<file path="src/hw/rtl/asfp_pkg.sv">
package asfp_pkg;

   localparam logic [7:0] CH_START  = 8'h2A;
   localparam logic [7:0] CH_SECOND = 8'h7E;
   localparam logic [7:0] CH_FREE   = 8'h25;
   localparam logic [7:0] CH_DRIVE  = 8'h5E;

   localparam logic [7:0] SELECT_RESET = 8'h03;

   localparam logic [3:0] POS_IDLE        = 4'd0;
   localparam logic [3:0] POS_SECOND      = 4'd1;
   localparam logic [3:0] POS_SPEED_FIRST = 4'd2;
   localparam logic [3:0] POS_SPEED_LAST  = 4'd9;
   localparam logic [3:0] POS_GAIN_P      = 4'd10;
   localparam logic [3:0] POS_GAIN_I      = 4'd11;
   localparam logic [3:0] POS_GAIN_D      = 4'd12;
   localparam logic [3:0] POS_SELECT      = 4'd13;
   localparam logic [3:0] POS_END         = 4'd14;

   typedef struct packed {
      logic [7:0] rx_byte;
      logic       rx_error;
   } req_type;

   typedef struct packed {
      logic signed [15:0] speed_setpoint;
      logic               free_wheel;
      logic               frame_committed;
      logic [7:0]         kp_code;
      logic [7:0]         ki_code;
      logic [7:0]         kd_code;
      logic [7:0]         driver_select;
      logic               reply_enable;
      logic               select_changed;
      logic [3:0]         frame_position;
   } rsp_type;

endpackage

</file>
<file path="src/hw/rtl/asfp_in_stage.sv">
module asfp_in_stage
   import asfp_pkg::*;
(
   input  logic    clock,
   input  logic    reset,
   input  logic    req_valid,
   output logic    req_stall,
   input  req_type req_item,
   input  logic    advance,
   output logic    stage_valid,
   output req_type stage_item
);

   logic    valid_ff;
   logic    valid_in;
   req_type item_ff;
   logic    load;

   assign req_stall = valid_ff & ~advance;
   assign load      = req_valid & ~req_stall;
   assign valid_in  = load | (valid_ff & ~advance);

   always_ff @(posedge clock) begin
      if (reset) begin
         valid_ff <= 1'b0;
      end else begin
         valid_ff <= valid_in;
      end
   end

   always_ff @(posedge clock) begin
      if (load) begin
         item_ff <= req_item;
      end
   end

   assign stage_valid = valid_ff;
   assign stage_item  = item_ff;

endmodule

</file>
<file path="src/hw/rtl/asfp_frame_core.sv">
module asfp_frame_core
   import asfp_pkg::*;
(
   input  logic       clock,
   input  logic       reset,
   input  logic       step,
   input  req_type    item,
   input  logic [1:0] node_address,
   output rsp_type    result
);

   logic [3:0]  position_ff,     position_in;
   logic [7:0]  pending_high_ff, pending_high_in;
   logic [7:0]  pending_low_ff,  pending_low_in;
   logic [15:0] setpoint_ff,     setpoint_in;
   logic        mode_free_ff,    mode_free_in;
   logic [7:0]  gain_p_ff,       gain_p_in;
   logic [7:0]  gain_i_ff,       gain_i_in;
   logic [7:0]  gain_d_ff,       gain_d_in;
   logic [7:0]  select_ff,       select_in;
   logic        committed;
   logic        changed;
   logic [3:0]  slot_hi;
   logic [3:0]  slot_lo;

   assign slot_hi = {1'b0, node_address, 1'b0} + POS_SPEED_FIRST;
   assign slot_lo = slot_hi + 4'd1;

   always_comb begin
      position_in     = position_ff;
      pending_high_in = pending_high_ff;
      pending_low_in  = pending_low_ff;
      setpoint_in     = setpoint_ff;
      mode_free_in    = mode_free_ff;
      gain_p_in       = gain_p_ff;
      gain_i_in       = gain_i_ff;
      gain_d_in       = gain_d_ff;
      select_in       = select_ff;
      committed       = 1'b0;
      changed         = 1'b0;
      // drop errored bytes without touching state
      if (!item.rx_error) begin
         unique case (position_ff) inside
            POS_IDLE: begin
               if (item.rx_byte == CH_START) begin
                  position_in = POS_SECOND;
               end
            end
            POS_SECOND: begin
               position_in = (item.rx_byte == CH_SECOND) ? POS_SPEED_FIRST : POS_IDLE;
            end
            [POS_SPEED_FIRST:POS_SPEED_LAST]: begin
               if (position_ff == slot_hi) begin
                  pending_high_in = item.rx_byte;
               end
               if (position_ff == slot_lo) begin
                  pending_low_in = item.rx_byte;
               end
               position_in = position_ff + 4'd1;
            end
            POS_GAIN_P: begin
               gain_p_in   = item.rx_byte;
               position_in = POS_GAIN_I;
            end
            POS_GAIN_I: begin
               gain_i_in   = item.rx_byte;
               position_in = POS_GAIN_D;
            end
            POS_GAIN_D: begin
               gain_d_in   = item.rx_byte;
               position_in = POS_SELECT;
            end
            POS_SELECT: begin
               changed     = (select_ff != item.rx_byte);
               select_in   = item.rx_byte;
               position_in = POS_END;
            end
            POS_END: begin
               if (item.rx_byte == CH_FREE || item.rx_byte == CH_DRIVE) begin
                  setpoint_in  = {pending_high_ff, pending_low_ff};
                  mode_free_in = (item.rx_byte == CH_FREE);
                  committed    = 1'b1;
               end
               position_in = POS_IDLE;
            end
            default: begin
               position_in = POS_IDLE;
            end
         endcase
      end
   end

   always_ff @(posedge clock) begin
      if (reset) begin
         position_ff     <= POS_IDLE;
         pending_high_ff <= 8'd0;
         pending_low_ff  <= 8'd0;
         setpoint_ff     <= 16'd0;
         mode_free_ff    <= 1'b0;
         gain_p_ff       <= 8'd0;
         gain_i_ff       <= 8'd0;
         gain_d_ff       <= 8'd0;
         select_ff       <= SELECT_RESET;
      end else if (step) begin
         position_ff     <= position_in;
         pending_high_ff <= pending_high_in;
         pending_low_ff  <= pending_low_in;
         setpoint_ff     <= setpoint_in;
         mode_free_ff    <= mode_free_in;
         gain_p_ff       <= gain_p_in;
         gain_i_ff       <= gain_i_in;
         gain_d_ff       <= gain_d_in;
         select_ff       <= select_in;
      end
   end

   always_comb begin
      result.speed_setpoint  = setpoint_in;
      result.free_wheel      = mode_free_in;
      result.frame_committed = committed;
      result.kp_code         = gain_p_in;
      result.ki_code         = gain_i_in;
      result.kd_code         = gain_d_in;
      result.driver_select   = select_in;
      result.reply_enable    = (select_in == {6'd0, node_address});
      result.select_changed  = changed;
      result.frame_position  = position_in;
   end

endmodule

</file>
<file path="src/hw/rtl/addressed_setpoint_frame_parser.sv">
// Addressed setpoint frame parser.
// Request channel (req_valid/req_stall/req_item) carries one received serial
// byte and its line-error flag; an errored byte changes nothing. The result
// channel (rsp_valid/rsp_stall/rsp_item) returns one result per request: the
// committed setpoint and mode, gain codes, driver select, reply enable, the
// commit and select-change flags, and the frame position after that byte.
// csr_write_enable/csr_write_data set the 2-bit node address, which picks
// the speed slot pair that is captured; write it only while idle.
// Path: a request accepted into the input register is parsed out of it and
// its result lands in the result register.
// Throughput: one request per cycle while no result is stalled; the frame state is updated by a single
// pass of logic between the input register and the result register.
// Stall: while rsp_stall holds a waiting result, an empty input register
// takes one more request; once it is full, req_stall is high until the
// waiting result is taken.
// Reset (synchronous, active high) empties both registers, clears the frame
// state and gains to zero, sets the driver select to 3 and the address to 0.
module addressed_setpoint_frame_parser
   import asfp_pkg::*;
(
   input  logic       clock,
   input  logic       reset,
   input  logic       req_valid,
   output logic       req_stall,
   input  req_type    req_item,
   output logic       rsp_valid,
   input  logic       rsp_stall,
   output rsp_type    rsp_item,
   input  logic       csr_write_enable,
   input  logic [1:0] csr_write_data
);

   logic [1:0] address_ff;
   logic       advance;
   logic       stage_valid;
   req_type    stage_item;
   logic       step;
   rsp_type    result;
   logic       rsp_valid_ff;
   logic       rsp_valid_in;
   rsp_type    rsp_item_ff;

   always_ff @(posedge clock) begin
      if (reset) begin
         address_ff <= 2'd0;
      end else if (csr_write_enable) begin
         address_ff <= csr_write_data;
      end
   end

   assign advance = ~rsp_valid_ff | ~rsp_stall;
   assign step    = stage_valid & advance;

   asfp_in_stage u_in_stage (
      .clock       (clock),
      .reset       (reset),
      .req_valid   (req_valid),
      .req_stall   (req_stall),
      .req_item    (req_item),
      .advance     (advance),
      .stage_valid (stage_valid),
      .stage_item  (stage_item)
   );

   asfp_frame_core u_frame_core (
      .clock        (clock),
      .reset        (reset),
      .step         (step),
      .item         (stage_item),
      .node_address (address_ff),
      .result       (result)
   );

   assign rsp_valid_in = step | (rsp_valid_ff & rsp_stall);

   always_ff @(posedge clock) begin
      if (reset) begin
         rsp_valid_ff <= 1'b0;
      end else begin
         rsp_valid_ff <= rsp_valid_in;
      end
   end

   // hold the result while stalled
   always_ff @(posedge clock) begin
      if (step) begin
         rsp_item_ff <= result;
      end
   end

   assign rsp_valid = rsp_valid_ff;
   assign rsp_item  = rsp_item_ff;

endmodule

</file>
<file path="config.mk">
export PLATFORM = sky130hd
export DESIGN_NAME = addressed_setpoint_frame_parser
export DESIGN_NICKNAME = d
export VERILOG_FILES = /design/src/hw/rtl/asfp_pkg.sv /design/src/hw/rtl/asfp_in_stage.sv /design/src/hw/rtl/asfp_frame_core.sv /design/src/hw/rtl/addressed_setpoint_frame_parser.sv
export SDC_FILE = /design/constraint.sdc
export NUM_CORES = 1
export LEC_CHECK = 0
export BUFFER_PORTS_ARGS = -buffer_cell sky130_fd_sc_hd__buf_2
export CAP_MARGIN = 20
export CORE_AREA = 2 2 109 111
export CTS_BUF_LIST = sky130_fd_sc_hd__clkbuf_4 sky130_fd_sc_hd__clkbuf_8
export DETAILED_ROUTE_END_ITERATION = 7
export DIE_AREA = 0 0 111 113
export PLACE_DENSITY = 0.75
export SYNTH_ARGS = -nofsm -noshare
export SYNTH_HDL_FRONTEND = slang
export SYNTH_SLANG_ARGS = --single-unit
</file>
<file path="constraint.sdc">
create_clock -name clock -period 6.31 [get_ports clock]
set_input_delay 1.5775 -clock clock [delete_from_list [all_inputs] [get_ports clock]]
set_output_delay 1.5775 -clock clock [all_outputs]
set_load 0.02 [all_outputs]
</file>
======== Word-level counts from Yosys, hierarchy flattened ========
Index checks and enable logic that the tools add are counted.
word-level totals
  output and inout bits ................... 58
  word-level logic and storage cells ...... 83
  bits of input ports ..................... 16
  flip-flop bits (word level) ............. 138
cells by class
  eq/ne operators ......................... 14
  add/sub/neg operators ................... 3
  bitwise operators ....................... 14
  magnitude comparators ................... 2
  reduce and logical (&&, ||, !) cells .... 7
  multiplexer cells ....................... 19
operators by type and width
  operator             count
  $mux 8               8
  $mux 16              3
  $pmux 4 s7           1
  $eq 4x4->1 const B   5
  $eq 8x6->1 const B   2
  $eq 8x7->1 const B   2
  $add 4x1->4 const B  2
  $eq 4x4->1           2
  $eq 8x2->1           1
  $mux 4               2
  $ne 8x8->1           1
  $reduce_and 4->1     2
  $not 1->1            7
  $add 3x2->4 const B  1
  $and 1x1->1          4
  $eq 4x1->1 const B   1
  $ge 4x2->1 const B   1
  $le 4x4->1 const B   1
  $logic_not 4->1      1
  $mux 1               4
  $reduce_or 2->1      2
  $or 1x1->1           3
  $mux 2               1
  $logic_and 1x1->1    1
  $logic_or 1x1->1     1

======== Longest topological paths before layout ========
  depth after elaboration ................. 7
  gate-level depth with buffers ........... 8
  depth with buffers taken out ............ 6

======== By module ========
Synthesis repeated with hierarchy kept, for this count alone.
unflattened totals
  cell total of the unflattened synthesis .. 497
  area total of the unflattened synthesis .. 6127.1 um^2
by module, submodules not included
  module                           sequential area each (um^2)  cells an instance  area each (um^2)  times used
  asfp_frame_core                  1381.3                       417                4018.9            1
  addressed_setpoint_frame_parser  1741.7                       67                 1788.0            1
  asfp_in_stage                    290.3                        13                 320.3             1

======== Worst setup path after synthesis ========
No wires, ideal clock.
  path kind ............................... input port to flip-flop
  start point ............................. in rsp_stall
  end point ............................... reg rsp_item_ff, in the netlist rsp_item[0] (enable)
  cell stages on the path ................. 4
  setup slack ............................. 2.282 ns
  arrival time ............................ 3.585 ns
  data required time ...................... 5.867 ns
  buffers on the path ..................... 1
  setup time .............................. 0.443 ns
  path through ............................ nand2_1 -> nand2_4 -> inv_2 -> clkbuf_1
between the ends
  longest elaborated chain between the ends .. 3
ends and longest elaborated chain
  what                  line                                   source
  start, declared       addressed_setpoint_frame_parser.sv:27  input logic rsp_stall,
  $not 1->1             addressed_setpoint_frame_parser.sv:51  assign advance = ~rsp_valid_ff | ~rsp_stall;
  $or 1x1->1            addressed_setpoint_frame_parser.sv:51
  $and 1x1->1           addressed_setpoint_frame_parser.sv:52  assign step = stage_valid & advance;
  via step              addressed_setpoint_frame_parser.sv:37  logic step;
  end signal, assigned  addressed_setpoint_frame_parser.sv:87  rsp_item_ff <= result;
  end, declared         addressed_setpoint_frame_parser.sv:41  rsp_type rsp_item_ff;
The timed path passes the listed nets, and every way through them passes these cells.
A chain may end at the register's enable or synchronous reset.

======== Final worst setup path ========
  start point ............................. in rsp_stall
  end point ............................... out req_stall
between the ends
  longest elaborated chain between the ends .. 4
ends and longest elaborated chain
  what           line                                   source
  $not 1->1      addressed_setpoint_frame_parser.sv:51
  $or 1x1->1     addressed_setpoint_frame_parser.sv:51
  $not 1->1      asfp_in_stage.sv:19                    assign req_stall = valid_ff & ~advance;
  $and 1x1->1    asfp_in_stage.sv:19
  end, declared  addressed_setpoint_frame_parser.sv:24  output logic req_stall,
Every way passes these cells.

==> flow_summary.yaml <==
outcome:
  status: "finished, final reports clean"
floorplan:
  core_um2: 11300
  num_rows: 39
  die_height_um: 113
  initial_core_util_pct: 54.3
  dieArea_um2: 12500
  io_pins: 74
  die_x_um: 111
pwr:
  p_switching_uw: 462
  p_per_area_nw_per_um2: 274
  p_seq_share_pct: 53.6
  comb_power_share_pct: 7.8
  p_sw_share_pct: 24.5
  power_frac_clock_pct: 38.6
  vdd_drop_max_uv: 149
  power.internal_mw: 1.42
  p_leak_nw: 2.84
  finalPower_mw: 1.88
synth:
  ys_types: 51
  syn-num-nets: 530
  yosysWarnings: 0
  synth_seq_cells: 138
  ys.flop_type: "dfxtp_1"
  yosys.area_share.simple_pct: 17.0
  synth_compound_area_share_pct: 3.82
  synth.avg_cell_area_um2: 12.1
  synthCells: 508
  synth_area_um2: 6130
  synth-xor-area-share_pct: 2.43
  synth_mux_area_share_pct: 15.4
  synthAdderAreaFrac_pct: 1.23
  synth_top_family_by_area: "simple AND/OR/NAND/NOR gates"
  synth-seq-area-share_pct: 55.7
  synth_edf_count: 65
  synthArstFlopShare_pct: 0
clock_network:
  cts_tree: "built"
  holdBufCountCts: 0
  h-tree-depth: 4
  cts_buffers: 17
  clk_pin_slew_ns: 0.07
  insertion_delay_ns: 0.45
  clockBufferDepth: 2
  post-cts-setup-buffer-count: 0
  cts_sinks: 138
  cts_resized: 0
  cts_root_buf: "clkbuf_8"
sta:
  slew_viol_final: 0
  finalCritPeriodShare_pct: 57.4
  slew_headroom_pct: 30.3
  hold_viol_final: 0
  period_minus_slack_ns: 3.62
  tightest_slew_ns: 1.05
  rsz0062_at_grt: "no"
  fmax_mhz: 276
  setup_viol: 0
  tns_ns: 0
  layout_setup_ws_ns: 2.69
  fin_hold_ws_ns: 0.472
  skew_ns: 0.0121
route:
  vias: 3945
  wirelength_um: 12000
  viasPerCell: 5.45
  drtIter0Drc: 266
  drc: 0
  drtAntennaViolNets: 0
  firstDrtPassIters: 4
  wl_per_cell_um: 16.6
global_routing:
  antenna_found_initial: 0
  grt_pass1_vias: 3921
  grt_start_max_net_pins: 89
  gr-total-overflow: 0
  gr-usage-all-layers_pct: 19.7
  grt_pass1_wl_um: 19400
hold_path:
  whs_endpoint: "u_frame_core.mode_free_ff$_SDFFE_PP0P_"
  whs_path_depth: 2
  hold_path.class: "flop to flop"
  min_from: "u_frame_core.mode_free_ff$_SDFFE_PP0P_"
worst_setup_path:
  worstSetupStartpointType: "input port"
  timing.rr.end: "rsp_item[1]$_DFFE_PP_"
  rr_startpoint: "u_frame_core.position_ff[0]$_SDFFE_PP0P_"
  crit_path_max_fanout: 3
  cp-end-kind: "output pin"
  reg2reg_depth: 6
  cp.required_ns: 4.73
  arrival_ns: 2.05
  reg2reg_slack_ns: 3.61
  path_class: "input port to output pin"
layout:
  postLayoutCellArea_um2: 6860
  num_antenna_cells: 0
  drive_gt1_share_pct: 30.1
  final_cell_mix: "dfxtp_1, buf_2, nor2_1"
  layout.nets: 590
  synthToLayoutAreaGrowth_pct: 12.0
job:
  cap_violations: 0
placed_design:
  post_dp_cell_area_um2: 6460
  post-dp-hpwl_um: 7470
  pre_cts_slack_ns: 2.69
  io_buffers: 73
  gp_congestion: 0.830
==> final cells by class <==
| type | count | area, um2 |
|---|---|---|
| clock buffers | 22 | 284 |
| clock inverters | 10 | 118 |
| fillers | 885 | 4410 |
| inverters | 7 | 26.3 |
| multi-input cells | 327 | 2440 |
| flip-flops and latches | 138 | 3410 |
| well taps | 143 | 179 |
| repair buffers | 77 | 395 |
==> metal layers <==
metal	up-vias	track usage [%]	share of wire, %
li1	1913	-	-
met1	1909	25.6	45
met2	107	32.1	49
met3	16	5.46	5.3
met4	0	6.58	1.3
met5	-	0	0
==> worst max-delay path, stage by stage <==
cell and delay (ns):
buf_2 0.10, and3_1 0.19, buf_2 0.18
==> logic make-up after synthesis <==
family / count (synthesis)
xor+xnor: 17
simple gates: 184
flops: 138
compound gates: 35
fa+ha+maj: 6
mux: 85
buf+inv: 43
==> sequential cells by signal (all words and copies together), names as in the netlist <==
| register | flops |
|---|---|
| u_frame_core.pending_low_ff | 8 |
| address_ff | 2 |
| u_frame_core.mode_free_ff | 1 |
| u_frame_core.select_ff | 8 |
| u_frame_core.gain_i_ff | 8 |
| u_frame_core.position_ff | 4 |
| u_frame_core.setpoint_ff | 16 |
| u_in_stage.stage_item | 9 |
| u_frame_core.pending_high_ff | 8 |
| rsp_item | 56 |
| rsp_valid | 1 |
| u_frame_core.gain_p_ff | 8 |
| u_in_stage.stage_valid | 1 |
| u_frame_core.gain_d_ff | 8 |
==> worst max-delay path by stage <==
stage          startpoint                     to  slack [ns]  cells past startpoint
6_report        rsp_stall              req_stall        2.69                      3
5_1_grt         rsp_stall              req_stall        2.66                      3
3_3_place_gp    rsp_stall              req_stall        2.72                      3
4_1_cts         rsp_stall              req_stall        2.69                      3
2_1_floorplan   rsp_stall  rsp_item[0]$_DFFE_PP_        2.28                      4
3_5_place_dp    rsp_stall              req_stall        2.69                      3
==> synth_stat cells, drive strengths merged (3+ instances only) <==
cell    instances  area share (%)
edfxtp         65              32
nor4bb          4            0.65
buf            22             3.1
o21ai           7            0.57
nand2b         21             2.1
clkbuf         14            0.86
or4             3            0.37
mux2           49             9.6
ha              6             1.2
mux2i          36             5.9
nor2           69             4.2
nand4b          4            0.82
nand3b          4            0.69
nor4            4            0.65
or3             4            0.49
nand2           9            0.67
xnor2           3            0.43
nand3           3            0.25
a211oi          4            0.49
inv             7            0.43
nor3           34             2.8
or2b           21             2.8
xor2           14             2.0
a21oi           7            0.57
dfxtp          73              24
==> metrics by stage <==
step                utilization, %  instances
floorplan                        -        508
global placement              57.3        692
detailed placement            57.3        692
CTS                           60.9        724
global route                  60.9        724
finish                        60.9        724
==> power by group through the flow <==
stage	sequential [mW]	combinational (mW)	clock, mW
2_1_floorplan	1.03	0.0987	0
3_3_place_gp	1.03	0.142	0
3_5_place_dp	1.03	0.146	0
4_1_cts	1.01	0.147	0.739
5_1_grt	1.01	0.160	0.777
6_report	1.01	0.146	0.726
Note: power is estimated with default switching activity, not from simulation.
